[src/rtl/ook_pwt_pkg.sv]
// Shared types, codes and constants of the OOK pulse-width frame transmitter.
package ook_pwt_pkg;

  localparam int TICK_WIDTH    = 16;
  localparam int SYM_TICKS_W   = 16;
  localparam int PRE_CNT_W     = 6;
  localparam int HEADER_W      = 28;
  localparam int ADDR_W        = 4;
  localparam int CODE_W        = 8;
  localparam int CMD_W         = 2;
  localparam int STATUS_W      = 2;
  localparam int FRAME_BITS    = HEADER_W + ADDR_W + CODE_W;
  localparam int BIT_IDX_W     = 6;
  localparam int CFG_DATA_W    = 28;
  localparam int CFG_IDX_W     = 3;
  localparam int QUEUE_DEPTH   = 4;
  localparam int QPTR_W        = $clog2(QUEUE_DEPTH);

  localparam logic [SYM_TICKS_W-1:0] SYM_TICKS_RST = 16'd400;
  localparam logic [PRE_CNT_W-1:0]   PRE_ON_RST    = 6'd12;
  localparam logic [PRE_CNT_W-1:0]   PRE_OFF_RST   = 6'd4;
  localparam logic [HEADER_W-1:0]    HEADER_RST    = 28'h3E356EA;
  localparam logic [CODE_W-1:0]      CODE_UP_RST   = 8'h11;
  localparam logic [CODE_W-1:0]      CODE_STOP_RST = 8'h55;
  localparam logic [CODE_W-1:0]      CODE_DOWN_RST = 8'h33;

  typedef enum logic [CFG_IDX_W-1:0] {
    REG_SYMBOL_TICKS  = 3'd0,
    REG_PRE_ON        = 3'd1,
    REG_PRE_OFF       = 3'd2,
    REG_HEADER        = 3'd3,
    REG_CODE_UP       = 3'd4,
    REG_CODE_STOP     = 3'd5,
    REG_CODE_DOWN     = 3'd6
  } reg_index_t;

  typedef enum logic {
    OP_TICK  = 1'b0,
    OP_START = 1'b1
  } op_t;

  typedef enum logic [CMD_W-1:0] {
    CMD_UP      = 2'd0,
    CMD_STOP    = 2'd1,
    CMD_DOWN    = 2'd2,
    CMD_INVALID = 2'd3
  } cmd_t;

  typedef enum logic [STATUS_W-1:0] {
    ST_OK      = 2'd0,
    ST_BUSY    = 2'd1,
    ST_BAD_CMD = 2'd2
  } status_t;

  // Class of a queued beat, decided by the front end.
  typedef enum logic [1:0] {
    KIND_TICK      = 2'd0,
    KIND_START     = 2'd1,
    KIND_START_BAD = 2'd2
  } kind_t;

  typedef struct packed {
    logic [SYM_TICKS_W-1:0] symbol_ticks;
    logic [PRE_CNT_W-1:0]   pre_on;
    logic [PRE_CNT_W-1:0]   pre_off;
    logic [HEADER_W-1:0]    header;
    logic [CODE_W-1:0]      code_up;
    logic [CODE_W-1:0]      code_stop;
    logic [CODE_W-1:0]      code_down;
  } cfg_t;

  typedef struct packed {
    kind_t             kind;
    logic [ADDR_W-1:0] address;
    logic [CODE_W-1:0] code;
  } entry_t;

  // Handshake between the queue head and the frame engine.
  typedef struct packed {
    logic   valid;
    entry_t entry;
  } head_t;

endpackage

[src/rtl/ook_pwt_if.sv]
// Channel interfaces: input beats and result beats with valid/ready.
interface ook_pwt_in_if import ook_pwt_pkg::*; ();
  logic              valid;
  logic              ready;
  logic              operation;
  logic [ADDR_W-1:0] address;
  logic [CMD_W-1:0]  command;

  modport source(output valid, operation, address, command, input ready);
  modport sink(input valid, operation, address, command, output ready);
endinterface

interface ook_pwt_out_if import ook_pwt_pkg::*; ();
  logic                valid;
  logic                ready;
  logic                carrier_on;
  logic                busy_res;
  logic                frame_done;
  logic [STATUS_W-1:0] status;

  modport source(output valid, carrier_on, busy_res, frame_done, status, input ready);
  modport sink(input valid, carrier_on, busy_res, frame_done, status, output ready);
endinterface

[src/rtl/ook_pulse_width_frame_transmitter.sv]
// On-off-keyed pulse-width frame transmitter. Each input beat is either a
// tick of the time base or a request to start a frame, and each one yields
// exactly one result beat in input order. The block sustains one beat per
// clock cycle in both directions when nothing stalls; a result beat passes
// through the queue and the result register before it is offered. A
// four-entry queue sits between the classifier and the keying engine, and
// together with the result register it holds five beats, so the input
// keeps taking beats while the result side is held off. The frame engine
// updates its tick, symbol and bit counters in one step per tick beat.
// Configuration registers may be written only while no beat is in flight.
module ook_pulse_width_frame_transmitter import ook_pwt_pkg::*; (
  input  logic                  clk,
  input  logic                  rst,
  ook_pwt_in_if.sink            items,
  ook_pwt_out_if.source         results,
  input  logic                  wr_en,
  input  logic [CFG_IDX_W-1:0]  wr_index,
  input  logic [CFG_DATA_W-1:0] wr_data
);

  cfg_t  cfg;
  head_t head;
  logic  pop;

  ook_pwt_cfg u_cfg (
    .clk      (clk),
    .rst      (rst),
    .wr_en    (wr_en),
    .wr_index (wr_index),
    .wr_data  (wr_data),
    .cfg      (cfg)
  );

  ook_pwt_front u_front (
    .clk   (clk),
    .rst   (rst),
    .items (items),
    .cfg   (cfg),
    .pop   (pop),
    .head  (head)
  );

  ook_pwt_back u_back (
    .clk     (clk),
    .rst     (rst),
    .cfg     (cfg),
    .head    (head),
    .pop     (pop),
    .results (results)
  );

endmodule

[src/rtl/ook_pwt_cfg.sv]
// Configuration register file with reset values.
module ook_pwt_cfg import ook_pwt_pkg::*; (
  input  logic                  clk,
  input  logic                  rst,
  input  logic                  wr_en,
  input  logic [CFG_IDX_W-1:0]  wr_index,
  input  logic [CFG_DATA_W-1:0] wr_data,
  output cfg_t                  cfg
);

  always_ff @(posedge clk) begin
    if (rst) begin
      cfg.symbol_ticks <= SYM_TICKS_RST;
      cfg.pre_on       <= PRE_ON_RST;
      cfg.pre_off      <= PRE_OFF_RST;
      cfg.header       <= HEADER_RST;
      cfg.code_up      <= CODE_UP_RST;
      cfg.code_stop    <= CODE_STOP_RST;
      cfg.code_down    <= CODE_DOWN_RST;
    end else if (wr_en) begin
      case (wr_index)
        REG_SYMBOL_TICKS: cfg.symbol_ticks <= wr_data[SYM_TICKS_W-1:0];
        REG_PRE_ON:       cfg.pre_on       <= wr_data[PRE_CNT_W-1:0];
        REG_PRE_OFF:      cfg.pre_off      <= wr_data[PRE_CNT_W-1:0];
        REG_HEADER:       cfg.header       <= wr_data[HEADER_W-1:0];
        REG_CODE_UP:      cfg.code_up      <= wr_data[CODE_W-1:0];
        REG_CODE_STOP:    cfg.code_stop    <= wr_data[CODE_W-1:0];
        REG_CODE_DOWN:    cfg.code_down    <= wr_data[CODE_W-1:0];
        default: ;
      endcase
    end
  end

endmodule

[src/rtl/ook_pwt_front.sv]
// Front end: classifies input beats and holds them in a short queue.
module ook_pwt_front import ook_pwt_pkg::*; (
  input  logic         clk,
  input  logic         rst,
  ook_pwt_in_if.sink   items,
  input  cfg_t         cfg,
  input  logic         pop,
  output head_t        head
);

  entry_t            queue [QUEUE_DEPTH];
  logic [QPTR_W-1:0] wr_ptr;
  logic [QPTR_W-1:0] rd_ptr;
  logic [QPTR_W:0]   count;
  entry_t            classified;
  logic              push;
  logic              pop_ok;

  always_comb begin
    classified.address = items.address;
    classified.code    = cfg.code_up;
    if (items.operation == OP_TICK) begin
      classified.kind = KIND_TICK;
    end else begin
      classified.kind = KIND_START;
      case (items.command)
        CMD_UP:   classified.code = cfg.code_up;
        CMD_STOP: classified.code = cfg.code_stop;
        CMD_DOWN: classified.code = cfg.code_down;
        default:  classified.kind = KIND_START_BAD;
      endcase
    end
  end

  assign items.ready = (count != (QPTR_W + 1)'(QUEUE_DEPTH));
  assign push        = items.valid && items.ready;
  assign pop_ok      = pop && (count != '0);
  assign head.valid  = (count != '0);
  assign head.entry  = queue[rd_ptr];

  always_ff @(posedge clk) begin
    if (push) begin
      queue[wr_ptr] <= classified;
    end
  end

  always_ff @(posedge clk) begin
    if (rst) begin
      wr_ptr <= '0;
      rd_ptr <= '0;
      count  <= '0;
    end else begin
      if (push) begin
        wr_ptr <= wr_ptr + 1'b1;
      end
      if (pop_ok) begin
        rd_ptr <= rd_ptr + 1'b1;
      end
      if (push && !pop_ok) begin
        count <= count + 1'b1;
      end else if (!push && pop_ok) begin
        count <= count - 1'b1;
      end
    end
  end

endmodule

[src/rtl/ook_pwt_back.sv]
// Back end: frame keying engine and registered result beat.
module ook_pwt_back import ook_pwt_pkg::*; (
  input  logic          clk,
  input  logic          rst,
  input  cfg_t          cfg,
  input  head_t         head,
  output logic          pop,
  ook_pwt_out_if.source results
);

  localparam int CMP_W = ((TICK_WIDTH > SYM_TICKS_W) ? TICK_WIDTH : SYM_TICKS_W) + 1;

  typedef enum logic [1:0] {
    PH_IDLE    = 2'd0,
    PH_PRE_ON  = 2'd1,
    PH_PRE_OFF = 2'd2,
    PH_BITS    = 2'd3
  } phase_t;

  phase_t                phase, phase_next;
  logic [TICK_WIDTH-1:0] tick_count, tick_count_next;
  logic [PRE_CNT_W-1:0]  symbol_count, symbol_count_next;
  logic [BIT_IDX_W-1:0]  bit_index, bit_index_next;
  logic [FRAME_BITS-1:0] frame_shift, frame_shift_next;

  logic                  carrier_next;
  logic                  done_next;
  status_t               status_next;
  logic                  sym_end;
  logic                  cur_bit;
  logic [PRE_CNT_W:0]    sym_inc;
  logic [BIT_IDX_W:0]    bit_inc;

  assign pop     = head.valid && (!results.valid || results.ready);
  assign cur_bit = frame_shift[FRAME_BITS-1];
  assign sym_inc = {1'b0, symbol_count} + 1'b1;
  assign bit_inc = {1'b0, bit_index} + 1'b1;
  // A symbol ends at the programmed length or when the counter saturates.
  assign sym_end = ((CMP_W'(tick_count) + 1'b1) >= CMP_W'(cfg.symbol_ticks)) ||
                   (tick_count == '1);

  always_comb begin
    phase_next        = phase;
    tick_count_next   = tick_count;
    symbol_count_next = symbol_count;
    bit_index_next    = bit_index;
    frame_shift_next  = frame_shift;
    carrier_next      = 1'b0;
    done_next         = 1'b0;
    status_next       = ST_OK;

    case (head.entry.kind)
      KIND_START: begin
        if (phase != PH_IDLE) begin
          status_next = ST_BUSY;
        end else begin
          frame_shift_next  = {cfg.header, head.entry.address, head.entry.code};
          phase_next        = PH_PRE_ON;
          tick_count_next   = '0;
          symbol_count_next = '0;
          bit_index_next    = '0;
        end
      end
      KIND_START_BAD: begin
        status_next = (phase != PH_IDLE) ? ST_BUSY : ST_BAD_CMD;
      end
      KIND_TICK: begin
        if (phase != PH_IDLE) begin
          case (phase)
            PH_PRE_ON:  carrier_next = 1'b1;
            PH_PRE_OFF: carrier_next = 1'b0;
            default:    carrier_next = (symbol_count == '0) ||
                                       (cur_bit && symbol_count == PRE_CNT_W'(1));
          endcase

          if (!sym_end) begin
            tick_count_next = tick_count + 1'b1;
          end else begin
            tick_count_next = '0;
            case (phase)
              PH_PRE_ON: begin
                if (sym_inc >= {1'b0, cfg.pre_on}) begin
                  phase_next        = PH_PRE_OFF;
                  symbol_count_next = '0;
                end else begin
                  symbol_count_next = sym_inc[PRE_CNT_W-1:0];
                end
              end
              PH_PRE_OFF: begin
                if (sym_inc >= {1'b0, cfg.pre_off}) begin
                  phase_next        = PH_BITS;
                  symbol_count_next = '0;
                  bit_index_next    = '0;
                end else begin
                  symbol_count_next = sym_inc[PRE_CNT_W-1:0];
                end
              end
              default: begin
                // Every bit lasts three symbols; the on part depends on the bit.
                if (symbol_count >= PRE_CNT_W'(2)) begin
                  symbol_count_next = '0;
                  frame_shift_next  = {frame_shift[FRAME_BITS-2:0], 1'b0};
                  if (bit_inc >= (BIT_IDX_W + 1)'(FRAME_BITS)) begin
                    phase_next     = PH_IDLE;
                    bit_index_next = '0;
                    done_next      = 1'b1;
                  end else begin
                    bit_index_next = bit_inc[BIT_IDX_W-1:0];
                  end
                end else begin
                  symbol_count_next = sym_inc[PRE_CNT_W-1:0];
                end
              end
            endcase
          end
        end
      end
      default: ;
    endcase
  end

  always_ff @(posedge clk) begin
    if (rst) begin
      phase         <= PH_IDLE;
      tick_count    <= '0;
      symbol_count  <= '0;
      bit_index     <= '0;
      frame_shift   <= '0;
      results.valid <= 1'b0;
    end else begin
      if (pop) begin
        phase              <= phase_next;
        tick_count         <= tick_count_next;
        symbol_count       <= symbol_count_next;
        bit_index          <= bit_index_next;
        frame_shift        <= frame_shift_next;
        results.valid      <= 1'b1;
        results.carrier_on <= carrier_next;
        results.busy_res   <= (phase_next != PH_IDLE);
        results.frame_done <= done_next;
        results.status     <= status_next;
      end else if (results.ready) begin
        results.valid <= 1'b0;
      end
    end
  end

endmodule

[src/flat_wrapper.sv]
// flat-port wrapper written by rule: the top's interface ports become plain ports
module ook_pulse_width_frame_transmitter_flat import ook_pwt_pkg::*;
  (clk, rst, wr_en, wr_index, wr_data, items_valid, items_operation, items_address, items_command, items_ready, results_valid, results_carrier_on, results_busy_res, results_frame_done, results_status, results_ready);
  ook_pwt_in_if items_i ();
  ook_pwt_out_if results_i ();
  input  logic clk;
  input  logic rst;
  input  logic wr_en;
  input  logic [CFG_IDX_W-1:0] wr_index;
  input  logic [CFG_DATA_W-1:0] wr_data;
  input wire logic [$bits(items_i.valid)-1:0] items_valid;
  input wire logic [$bits(items_i.operation)-1:0] items_operation;
  input wire logic [$bits(items_i.address)-1:0] items_address;
  input wire logic [$bits(items_i.command)-1:0] items_command;
  output wire logic [$bits(items_i.ready)-1:0] items_ready;
  output wire logic [$bits(results_i.valid)-1:0] results_valid;
  output wire logic [$bits(results_i.carrier_on)-1:0] results_carrier_on;
  output wire logic [$bits(results_i.busy_res)-1:0] results_busy_res;
  output wire logic [$bits(results_i.frame_done)-1:0] results_frame_done;
  output wire logic [$bits(results_i.status)-1:0] results_status;
  input wire logic [$bits(results_i.ready)-1:0] results_ready;
  assign items_i.valid = items_valid;
  assign items_i.operation = items_operation;
  assign items_i.address = items_address;
  assign items_i.command = items_command;
  assign items_ready = items_i.ready;
  assign results_valid = results_i.valid;
  assign results_carrier_on = results_i.carrier_on;
  assign results_busy_res = results_i.busy_res;
  assign results_frame_done = results_i.frame_done;
  assign results_status = results_i.status;
  assign results_i.ready = results_ready;
  ook_pulse_width_frame_transmitter u_core (.clk(clk), .rst(rst), .items(items_i), .results(results_i), .wr_en(wr_en), .wr_index(wr_index), .wr_data(wr_data));
endmodule
[config.mk]
export PLATFORM = sky130hd
export DESIGN_NAME = ook_pulse_width_frame_transmitter_flat
export DESIGN_NICKNAME = d
export VERILOG_FILES = /design/src/rtl/ook_pwt_pkg.sv /design/src/rtl/ook_pwt_if.sv /design/src/rtl/ook_pulse_width_frame_transmitter.sv /design/src/rtl/ook_pwt_cfg.sv /design/src/rtl/ook_pwt_front.sv /design/src/rtl/ook_pwt_back.sv /design/src/flat_wrapper.sv
export SDC_FILE = /design/constraint.sdc
export NUM_CORES = 1
export LEC_CHECK = 0
export ABC_CLOCK_PERIOD_IN_PS = 9100
export BUFFER_PORTS_ARGS = -buffer_cell sky130_fd_sc_hd__buf_2
export CAP_MARGIN = 20
export CORE_ASPECT_RATIO = 1.5
export CORE_MARGIN = 8
export CORE_UTILIZATION = 65
export DETAILED_ROUTE_END_ITERATION = 16
export GPL_TIMING_DRIVEN = 0
export MAX_ROUTING_LAYER = met4
export PLACE_DENSITY = 0.88
export SYNTH_ARGS = -nofsm -noshare
export SYNTH_HDL_FRONTEND = slang
export SYNTH_SLANG_ARGS = --single-unit
[constraint.sdc]
create_clock -name clk -period 9.1 [get_ports clk]
set_input_delay 1.365 -clock clk [delete_from_list [all_inputs] [get_ports clk]]
set_output_delay 1.365 -clock clk [all_outputs]
set_load 0.01 [all_outputs]
==> flow_summary.html, run 1 <==
<table>
<tr><th>Metric</th><th>Value</th></tr>
<tr><th colspan="2">Flow run</th></tr>
<tr><td>Max Cap Viol</td><td>0</td></tr>
<tr><th colspan="2">Die</th></tr>
<tr><td>Die outline area</td><td>roughly 20,000 um^2</td></tr>
<tr><td>Count of standard-cell rows</td><td>56</td></tr>
<tr><td>Floorplan Core Area</td><td>15,400 um^2</td></tr>
<tr><td>Die extent in x</td><td>118 um</td></tr>
<tr><td>Die span in y</td><td>roughly 170 um</td></tr>
<tr><td>IO Count</td><td>50</td></tr>
<tr><td>Effective utilization at floorplan</td><td>0.657</td></tr>
<tr><th colspan="2">Synthesis</th></tr>
<tr><td>Number of enable-type register cells in the synthesized netlist</td><td>slightly above 60</td></tr>
<tr><td>Avg Cell Area, Syn</td><td>9.73 um^2</td></tr>
<tr><td>Sequential area share after synthesis</td><td>0.497</td></tr>
<tr><td>Synth Warn #</td><td>0</td></tr>
<tr><td>Count of cell types in the netlist</td><td>61</td></tr>
<tr><td>Ys flop type</td><td>dfxtp_1</td></tr>
<tr><td>Number of standard cells after synthesis</td><td>between 1,000 and 1,500</td></tr>
<tr><td>Count of state elements after synthesis</td><td>approximately 220</td></tr>
<tr><td>Net count of the mapped netlist</td><td>around 1,100</td></tr>
<tr><td>Syn Std Cell Area</td><td>approximately 10,000 um^2</td></tr>
<tr><td>Async S/R FF share, synth</td><td>0</td></tr>
<tr><th colspan="2">Worst setup path</th></tr>
<tr><td>Worst EP arrival</td><td>4.72 ns</td></tr>
<tr><td>Worst reg-to-reg setup slack</td><td>around 4.8 ns</td></tr>
<tr><td>Cell count of the worst reg-to-reg path</td><td>11</td></tr>
<tr><td>Required time of the critical path</td><td>around 9.5 ns</td></tr>
<tr><td>Capture point of the critical path</td><td>u_core.u_back.bit_index[3]</td></tr>
<tr><td>Critical register-to-register path endpoint</td><td>u_core.u_back.bit_index[3]</td></tr>
<tr><td>Endpoint class of the critical path</td><td>flip-flop</td></tr>
<tr><td>Startpoint types</td><td>flip-flop</td></tr>
<tr><td>Largest driver fanout on the critical path</td><td>10</td></tr>
<tr><td>Kind of critical path</td><td>flip-flop to flip-flop</td></tr>
<tr><th colspan="2">Layout</th></tr>
<tr><td>Antenna cell count</td><td>0</td></tr>
<tr><td>Final Instance Area</td><td>roughly 11,000 um^2</td></tr>
<tr><td>Syn-to-layout area delta</td><td>11.6%</td></tr>
<tr><td>Fraction of final layout cells sized beyond drive strength 1</td><td>0.0996</td></tr>
<tr><td># nets final</td><td>1,203</td></tr>
<tr><td>Non-filler instance count after layout</td><td>1,328</td></tr>
<tr><th colspan="2">Global routing</th></tr>
<tr><td>All-layer global routing usage</td><td>0.257</td></tr>
<tr><td>Via count of the first global-routing pass</td><td>approximately 8,400</td></tr>
<tr><td>Antenna violations before repair</td><td>0</td></tr>
<tr><td>First-pass GRT wire length</td><td>between 40,000 and 50,000 um</td></tr>
<tr><td>Largest net degree at the start of global routing</td><td>16</td></tr>
<tr><td>Sum of overflow across all layers after global routing</td><td>0</td></tr>
<tr><th colspan="2">Placement</th></tr>
<tr><td>Count of port buffers added during placement</td><td>46</td></tr>
<tr><td>Post-Place Worst Slack</td><td>between 4 and 5 ns</td></tr>
<tr><td>Instance area after placement</td><td>10,600 um^2</td></tr>
<tr><td>Detailed-placement wirelength estimate</td><td>roughly 18,000 um</td></tr>
<tr><td>Routability cong.</td><td>0.960</td></tr>
<tr><td>Placed instance count</td><td>about 1,300</td></tr>
<tr><th colspan="2">Pwr</th></tr>
<tr><td>Cell leakage power</td><td>4.35 nW</td></tr>
<tr><td>Clock group share of total power</td><td>0.322</td></tr>
<tr><td>Internal power of the cells</td><td>roughly 1.9 mW</td></tr>
<tr><td>Power density of the placed cells</td><td>241 nW/um^2</td></tr>
<tr><td>Share of power burned in combinational logic</td><td>0.246</td></tr>
<tr><td>Flop pwr share</td><td>0.432</td></tr>
<tr><td>Worst VDD drop</td><td>~0.22 mV</td></tr>
<tr><td>Switching power share of the total</td><td>0.305</td></tr>
<tr><td>Net Switching</td><td>832 uW</td></tr>
<tr><th colspan="2">Route</th></tr>
<tr><td>Per-cell via count in the routed design</td><td>between 6 and 7</td></tr>
<tr><td>Number of DRC markers after the initial detailed-route iteration</td><td>595</td></tr>
<tr><td>Final routed DRC violation total</td><td>0</td></tr>
<tr><td>Drt wl/cell</td><td>between 15 and 20 um</td></tr>
<tr><td>First-pass detailed-route iteration total</td><td>5</td></tr>
<tr><td>Final wirelength</td><td>approximately 25,000 um</td></tr>
<tr><td>Total via count in the routed design</td><td>8,145</td></tr>
<tr><td>Final antenna-violating net count</td><td>0</td></tr>
<tr><th colspan="2">Clock tree</th></tr>
<tr><td>Clock slew at the register clock pins of the worst setup and hold paths</td><td>0.07 ns</td></tr>
<tr><td>Quantity of hold-fixing buffers added after cts</td><td>0</td></tr>
<tr><td>Number of buffers created by CTS</td><td>21</td></tr>
<tr><td>Max Root-Sink Buffers</td><td>3</td></tr>
<tr><td>TritonCTS clock tree</td><td>done</td></tr>
<tr><td># resized after CTS</td><td>0</td></tr>
<tr><td>Clk sink count</td><td>~220</td></tr>
<tr><td>H-tree depth</td><td>1</td></tr>
<tr><td>Later-pin clock latency in the skew report</td><td>0.50 ns</td></tr>
<tr><td>Post-CTS Setup Repair Bufs</td><td>0</td></tr>
<tr><td>Buffer cell driving the clock tree root</td><td>clkbuf_16</td></tr>
<tr><th colspan="2">STA</th></tr>
<tr><td>Final number of max-transition violations</td><td>0</td></tr>
<tr><td>Setup ws final</td><td>between 4 and 5 ns</td></tr>
<tr><td>Achievable frequency</td><td>roughly 230 MHz</td></tr>
<tr><td>Largest clock skew in the final design</td><td>approximately 0.015 ns</td></tr>
<tr><td>Time the worst path needs with I/O delays and setup</td><td>roughly 4.3 ns</td></tr>
<tr><td>Final hold vios</td><td>0</td></tr>
<tr><td>Final cycle utilization of the critical path</td><td>0.475</td></tr>
<tr><td>Rel. slew slack</td><td>0.339</td></tr>
<tr><td>Setup violations, final</td><td>0</td></tr>
<tr><td>Unrepaired setup endpoints after global routing</td><td>false</td></tr>
<tr><td>Setup_tns</td><td>0 ns</td></tr>
<tr><td>Transition time at the pin with the least slew margin</td><td>0.985 ns</td></tr>
<tr><th colspan="2">Outcome</th></tr>
<tr><td>Run status</td><td>complete, no violations</td></tr>
<tr><th colspan="2">Hold path</th></tr>
<tr><td>Hold/Removal Path Class</td><td>flip-flop to flip-flop</td></tr>
</table>
## logic make-up (layout without fill, tap and decap cells)
family,count (synthesis),after routing,synth area share
XOR/XNOR,23,23,0.0199
AND/OR/NAND/NOR,391,391,0.177
flip-flops,221,221,0.497
buffers and inverters,100,185,0.0384
AO/OA/AOI/OAI,181,181,0.114
multiplexers,74,74,0.0905
adder cells (fa/ha/maj),50,50,0.0626
## critical path, stage by stage (launching register included)
cell	delay, ns
dfxtp_1	0.31
clkbuf_1	0.34
buf_2	0.41
mux4_2	0.61
inv_1	0.11
ha_1	0.20
nor2b_1	0.31
nand2b_1	0.17
a21oi_1	0.50
nand2_1	0.38
or4_4	0.65
o31ai_1	0.22
## how the worst min path moves through the flow
| stage | start | end | slack [ns] | cells past startpoint |
|---|---|---|---|---|
| 2_1_floorplan | u_core.u_cfg.cfg[24] | u_core.u_cfg.cfg[24] | 0.44 | 2 |
| 3_3_place_gp | u_core.u_cfg.cfg[43] | u_core.u_cfg.cfg[43] | 0.44 | 2 |
| 3_5_place_dp | u_core.u_cfg.cfg[51] | u_core.u_cfg.cfg[51] | 0.45 | 2 |
| 4_1_cts | u_core.u_cfg.cfg[51] | u_core.u_cfg.cfg[51] | 0.45 | 2 |
| 5_1_grt | u_core.u_cfg.cfg[51] | u_core.u_cfg.cfg[51] | 0.47 | 2 |
| 6_report | u_core.u_cfg.cfg[51] | u_core.u_cfg.cfg[51] | 0.45 | 2 |
## layer usage
layer | GRT usage | routed length [um] | up-vias
met2 | 0.466 | 13100 | 327
met1 | 0.262 | 9500 | 3905
met4 | 0.145 | 1350 | 0
li1 | - | - | 3808
met3 | 0.0370 | 1470 | 105
met5 | - | 0 | -
## layout by cell type, fill, tap and decap left out, types with 4 or more instances in the layout
cell / netlist / layout
a211oi_1: 39 / 39
a21oi_1: 67 / 67
a22oi_1: 11 / 11
a31oi_1: 8 / 8
and2_1: 5 / 5
and3_1: 13 / 13
buf_2: 8 / 54
clkbuf_1: 45 / 49
clkbuf_16: 0 / 21
clkinv_2: 0 / 4
dfxtp_1: 160 / 160
edfxtp_1: 61 / 61
ha_1: 49 / 49
inv_1: 43 / 43
mux2i_1: 60 / 60
mux4_2: 14 / 14
nand2_1: 174 / 174
nand2b_1: 10 / 10
nand3_1: 51 / 51
nand3b_1: 13 / 13
nor2_1: 83 / 83
nor2b_1: 9 / 9
nor3_1: 9 / 9
o211ai_1: 10 / 10
o21ai_0: 19 / 19
o21ai_1: 5 / 5
or3_1: 4 / 4
xnor2_1: 10 / 10
xor2_1: 13 / 13
## synth_stat cells (3+ instances only)
cell type | number | area [um^2]
a211oi_1 | 39 | 293
a21oi_1 | 67 | 335
a22oi_1 | 11 | 82.6
a31oi_1 | 8 | 50.1
and2_1 | 5 | 31.3
and3_1 | 13 | 81.3
buf_1 | 3 | 11.3
buf_2 | 8 | 40.0
clkbuf_1 | 45 | 169
dfxtp_1 | 160 | 3200
edfxtp_1 | 61 | 1830
ha_1 | 49 | 613
inv_1 | 43 | 161
mux2i_1 | 60 | 601
mux4_2 | 14 | 315
nand2_1 | 174 | 653
nand2b_1 | 10 | 62.6
nand3_1 | 51 | 255
nand3b_1 | 13 | 97.6
nor2_1 | 83 | 312
nor2b_1 | 9 | 56.3
nor3_1 | 9 | 45.0
o211a_1 | 3 | 30.0
o211ai_1 | 10 | 75.1
o21ai_0 | 19 | 95.1
o21ai_1 | 5 | 25.0
or3_1 | 4 | 25.0
xnor2_1 | 10 | 87.6
xor2_1 | 13 | 114
## through the flow
stage / util / power (mW) / hold WS [ns]
after floorplan: - / 1.67 / 0.436
after global placement: 0.688 / 1.83 / 0.442
after detailed placement: 0.688 / 1.86 / 0.446
after CTS: 0.733 / 2.72 / 0.455
after global routing: 0.733 / 2.83 / 0.470
final: 0.733 / 2.72 / 0.455
## layout make-up
class                   count  area, um^2
fillers                  1083        4120
clock inverters            10         105
plain buffers              57         228
flip-flops and latches    221        5030
clock buffers              28         582
multi-input cells         719        4700
inverters                  43         161
repair buffers             47         238
well taps                 203         254
## state kept, by name (all words and copies together), names as in the netlist, 2 cells and up, named ones only
signal	cells
u_core.u_cfg.cfg	80
u_core.u_front.queue	56
u_core.u_back.frame_shift	40
u_core.u_back.tick_count	16
u_core.u_back.bit_index	6
u_core.u_back.symbol_count	6
u_core.u_front.count	3
u_core.u_back.phase	2
u_core.u_back.results.status	2
u_core.u_front.rd_ptr	2
u_core.u_front.wr_ptr	2
## power by group through the flow
stage	combinational, mW	clock (mW)	sequential, mW
2_1_floorplan	0.484	0	1.18
3_3_place_gp	0.640	0	1.19
3_5_place_dp	0.661	0	1.20
4_1_cts	0.666	0.879	1.18
5_1_grt	0.727	0.921	1.19
6_report	0.671	0.876	1.18
(Power assumes the default switching activity.)
==> run 2, diff against run 1 <==
--- a/config.mk
+++ b/config.mk
@@ -5,16 +5,16 @@
 export SDC_FILE = /design/constraint.sdc
 export NUM_CORES = 1
 export LEC_CHECK = 0
-export ABC_CLOCK_PERIOD_IN_PS = 9100
+export ABC_CLOCK_PERIOD_IN_PS = 4000
 export BUFFER_PORTS_ARGS = -buffer_cell sky130_fd_sc_hd__buf_2
 export CAP_MARGIN = 20
 export CORE_ASPECT_RATIO = 1.5
 export CORE_MARGIN = 8
-export CORE_UTILIZATION = 65
+export CORE_UTILIZATION = 61
 export DETAILED_ROUTE_END_ITERATION = 16
 export GPL_TIMING_DRIVEN = 0
 export MAX_ROUTING_LAYER = met4
-export PLACE_DENSITY = 0.88
+export PLACE_DENSITY = 0.83
 export SYNTH_ARGS = -nofsm -noshare
 export SYNTH_HDL_FRONTEND = slang
 export SYNTH_SLANG_ARGS = --single-unit
==> constraint.sdc (replaced) <==
create_clock -name clk -period 4 [get_ports clk]
set_input_delay 0.6 -clock clk [delete_from_list [all_inputs] [get_ports clk]]
set_output_delay 0.6 -clock clk [all_outputs]
set_load 0.01 [all_outputs]
==> flow_summary.html, run 2 (same netlist as run 1, synthesis figures left out) <==
<table>
<tr><th>Metric</th><th>Value</th></tr>
<tr><th colspan="2">Worst setup path</th></tr>
<tr><td>Endpoint class of the critical path</td><td>flip-flop</td></tr>
<tr><td>Required time of the critical path</td><td>4.39 ns (-5.12 ns)</td></tr>
<tr><td>Largest driver fanout on the critical path</td><td>10 (unchanged)</td></tr>
<tr><td>Worst EP arrival</td><td>4.18 ns (-0.54 ns)</td></tr>
<tr><td>Kind of critical path</td><td>flip-flop to flip-flop</td></tr>
<tr><td>Startpoint types</td><td>flip-flop</td></tr>
<tr><th colspan="2">Hold path</th></tr>
<tr><td>Hold/Removal Path Class</td><td>input pin to flip-flop</td></tr>
<tr><th colspan="2">Layout</th></tr>
<tr><td>Non-filler instance count after layout</td><td>1,330 (+0.15%)</td></tr>
<tr><td>Syn-to-layout area delta</td><td>12.5%</td></tr>
<tr><td>Leading cell type in the layout, fill and taps excluded</td><td>nand2_1</td></tr>
<tr><td>Antenna cell count</td><td>0 (unchanged)</td></tr>
<tr><td>Filler instances</td><td>1,205 (+11%)</td></tr>
<tr><td>Flip-flop count of the largest register, all copies and words added</td><td>80 (unchanged)</td></tr>
<tr><td>Biggest register</td><td>u_core.u_cfg.cfg</td></tr>
<tr><td>Largest registers</td><td>u_core.u_cfg.cfg: 80 flops, u_core.u_front.queue: 56 flops, u_core.u_back.frame_shift: 40 flops</td></tr>
<tr><td>Final Instance Area</td><td>11,400 um^2 (+0.73%)</td></tr>
<tr><td>Commonest cells after routing, fill and taps aside</td><td>nand2_1 (174), dfxtp_1 (157), nor2_1 (82)</td></tr>
<tr><td>Fraction of final layout cells sized beyond drive strength 1</td><td>0.111 (+0.0117)</td></tr>
<tr><td># nets final</td><td>1,203 (unchanged)</td></tr>
<tr><th colspan="2">Global routing</th></tr>
<tr><td>Largest net degree at the start of global routing</td><td>16 (unchanged)</td></tr>
<tr><td>Via count of the first global-routing pass</td><td>7,923 (-5.3%)</td></tr>
<tr><td>Sum of overflow across all layers after global routing</td><td>0 (unchanged)</td></tr>
<tr><td>First-pass GRT wire length</td><td>39,000 um (-4.1%)</td></tr>
<tr><td>Antenna violations before repair</td><td>0 (unchanged)</td></tr>
<tr><td>All-layer global routing usage</td><td>0.235 (-0.0225)</td></tr>
<tr><th colspan="2">STA</th></tr>
<tr><td>Final number of max-transition violations</td><td>0 (unchanged)</td></tr>
<tr><td>Worst-case hold slack</td><td>0.315 ns (-0.140 ns)</td></tr>
<tr><td>Time the worst path needs with I/O delays and setup</td><td>3.78 ns (-0.537 ns)</td></tr>
<tr><td>Largest clock skew in the final design</td><td>0.00710 ns (-0.00801 ns)</td></tr>
<tr><td>Setup_tns</td><td>0 ns (unchanged)</td></tr>
<tr><td>Achievable frequency</td><td>264 MHz (+14%)</td></tr>
<tr><td>Final hold vios</td><td>0 (unchanged)</td></tr>
<tr><td>Rel. slew slack</td><td>0.308 (-0.0305)</td></tr>
<tr><td>Setup ws final</td><td>0.219 ns (-4.56 ns)</td></tr>
<tr><td>Transition time at the pin with the least slew margin</td><td>1.03 ns (+0.0454 ns)</td></tr>
<tr><td>Final cycle utilization of the critical path</td><td>0.945 (+0.471)</td></tr>
<tr><td>Setup violations, final</td><td>0 (unchanged)</td></tr>
<tr><th colspan="2">Placement</th></tr>
<tr><td>Placed instance count</td><td>1,292 (+0.23%)</td></tr>
<tr><td>Routability cong.</td><td>0.938 (-2.3%)</td></tr>
<tr><td>Post-Place Worst Slack</td><td>-0.220 ns (-5.07 ns)</td></tr>
<tr><td>Detailed-placement wirelength estimate</td><td>17,400 um (-5.9%)</td></tr>
<tr><td>Instance area after placement</td><td>10,600 um^2 (about the same)</td></tr>
<tr><td>Count of port buffers added during placement</td><td>46 (unchanged)</td></tr>
<tr><th colspan="2">Clock tree</th></tr>
<tr><td>Max Root-Sink Buffers</td><td>3 (unchanged)</td></tr>
<tr><td>H-tree depth</td><td>1 (unchanged)</td></tr>
<tr><td>Quantity of hold-fixing buffers added after cts</td><td>0 (unchanged)</td></tr>
<tr><td>TritonCTS clock tree</td><td>done</td></tr>
<tr><td>Later-pin clock latency in the skew report</td><td>0.49 ns (about the same)</td></tr>
<tr><td>Clock slew at the register clock pins of the worst setup and hold paths</td><td>0.07 ns (about the same)</td></tr>
<tr><td>Buffer cell driving the clock tree root</td><td>clkbuf_16</td></tr>
<tr><td>Number of buffers created by CTS</td><td>21 (unchanged)</td></tr>
<tr><td>Clk sink count</td><td>221 (unchanged)</td></tr>
<tr><th colspan="2">Pwr</th></tr>
<tr><td>Worst VDD drop</td><td>0.546 mV (+140%)</td></tr>
<tr><td>Power density of the placed cells</td><td>543 nW/um^2 (+130%)</td></tr>
<tr><td>Cell leakage power</td><td>4.38 nW (+0.72%)</td></tr>
<tr><th colspan="2">Outcome</th></tr>
<tr><td>Run status</td><td>complete, no violations</td></tr>
<tr><th colspan="2">Flow run</th></tr>
<tr><td>Max Cap Viol</td><td>0 (unchanged)</td></tr>
<tr><th colspan="2">Route</th></tr>
<tr><td>Total via count in the routed design</td><td>7,986 (-2.0%)</td></tr>
<tr><td>Per-cell via count in the routed design</td><td>6.00 (-2.1%)</td></tr>
<tr><td>First-pass detailed-route iteration total</td><td>5 (unchanged)</td></tr>
<tr><td>Met2 routed WL</td><td>12,200 um (-6.8%)</td></tr>
<tr><td>Number of DRC markers after the initial detailed-route iteration</td><td>623 (+4.7%)</td></tr>
<tr><td>Final routed DRC violation total</td><td>0 (unchanged)</td></tr>
<tr><td>Sum of routed wire segments on met1</td><td>9580 um (+0.81%)</td></tr>
<tr><td>Wire length on met3</td><td>1430 um (-2.4%)</td></tr>
<tr><td>Final wirelength</td><td>24,300 um (-4.5%)</td></tr>
<tr><td>Highest routed layer</td><td>met4</td></tr>
<tr><td>Drt wl/cell</td><td>18.3 um (-4.6%)</td></tr>
<tr><td>Final antenna-violating net count</td><td>0 (unchanged)</td></tr>
<tr><th colspan="2">Die</th></tr>
<tr><td>Die extent in x</td><td>121 um (+2.8%)</td></tr>
<tr><td>Die span in y</td><td>174 um (+2.9%)</td></tr>
<tr><td>Effective utilization at floorplan</td><td>0.622 (-0.0342)</td></tr>
<tr><td>Floorplan Core Area</td><td>16,300 um^2 (+5.5%)</td></tr>
<tr><td>IO Count</td><td>50 (unchanged)</td></tr>
<tr><td>Die outline area</td><td>21,100 um^2 (+5.8%)</td></tr>
<tr><td>Count of standard-cell rows</td><td>57 (+1.8%)</td></tr>
</table>
-- run 2: critical path, stage by stage (launching register included) --
cell	delay [ns]
dfxtp_1	0.32
clkbuf_4	0.19
nand4_4	0.14
nor2_4	0.19
and3_2	0.26
nand3_1	0.15
xnor2_1	0.16
ha_1	0.30
and2_1	0.21
a221o_1	0.37
a31oi_4	0.21
nand4_4	0.15
and3_1	0.22
buf_2	0.17
buf_4	0.19
buf_2	0.20
a211oi_1	0.25
-- run 2: layer usage --
| metal | GRT usage | vias up |
|---|---|---|
| li1 | - | 3811 |
| met1 | 0.265 | 3821 |
| met2 | 0.398 | 283 |
| met3 | 0.0290 | 71 |
| met4 | 0.117 | 0 |
| met5 | - | - |
-- run 2: report_power, final --
group / internal (mW) / total (mW) / switching (mW)
Combinational: 0.612 / 1.50 / 0.893
Sequential: 2.55 / 2.68 / 0.135
Clock: 1.16 / 2.00 / 0.833
Total: 4.32 / 6.18 / 1.86
-- run 2: through the flow --
step	total power, mW	utilization
floorplan	3.79	-
finish	6.18	0.700
detailed placement	4.19	0.652
global route	6.46	0.700
CTS	6.18	0.696
global placement	4.15	0.652
-- run 2: what timing repair did --
item                                    4_1_cts  5_1_grt
resized for setup                             7       18
endpoints found under the setup margin       52       54
setup buffers                                 0        1
pin swaps                                     1        0
-- run 2: final cells by class --
class,instances,area [um^2],area share
Buffer,56,234,0.0206
Clock buffer,26,586,0.0514
Clock inverter,11,100,0.00879
Inverter,43,161,0.0142
Multi-Input combinational cell,719,4760,0.418
Sequential cell,221,5040,0.443
Tap cell,206,258,0.0226
Timing Repair Buffer,48,243,0.0213
-- run 2: path summary, 6_finish.rpt --
check / startpoint / end / slack [ns] / cells past startpoint
max: u_core.u_back.tick_count[3] / u_core.u_back.frame_shift[33] / 0.22 / 16
min: wr_data[16] / u_core.u_cfg.cfg[40] / 0.31 / 3
max reg2reg: u_core.u_back.tick_count[3] / u_core.u_back.frame_shift[33] / 0.22 / 16
min reg2reg: u_core.u_cfg.cfg[65] / u_core.u_cfg.cfg[65] / 0.45 / 2
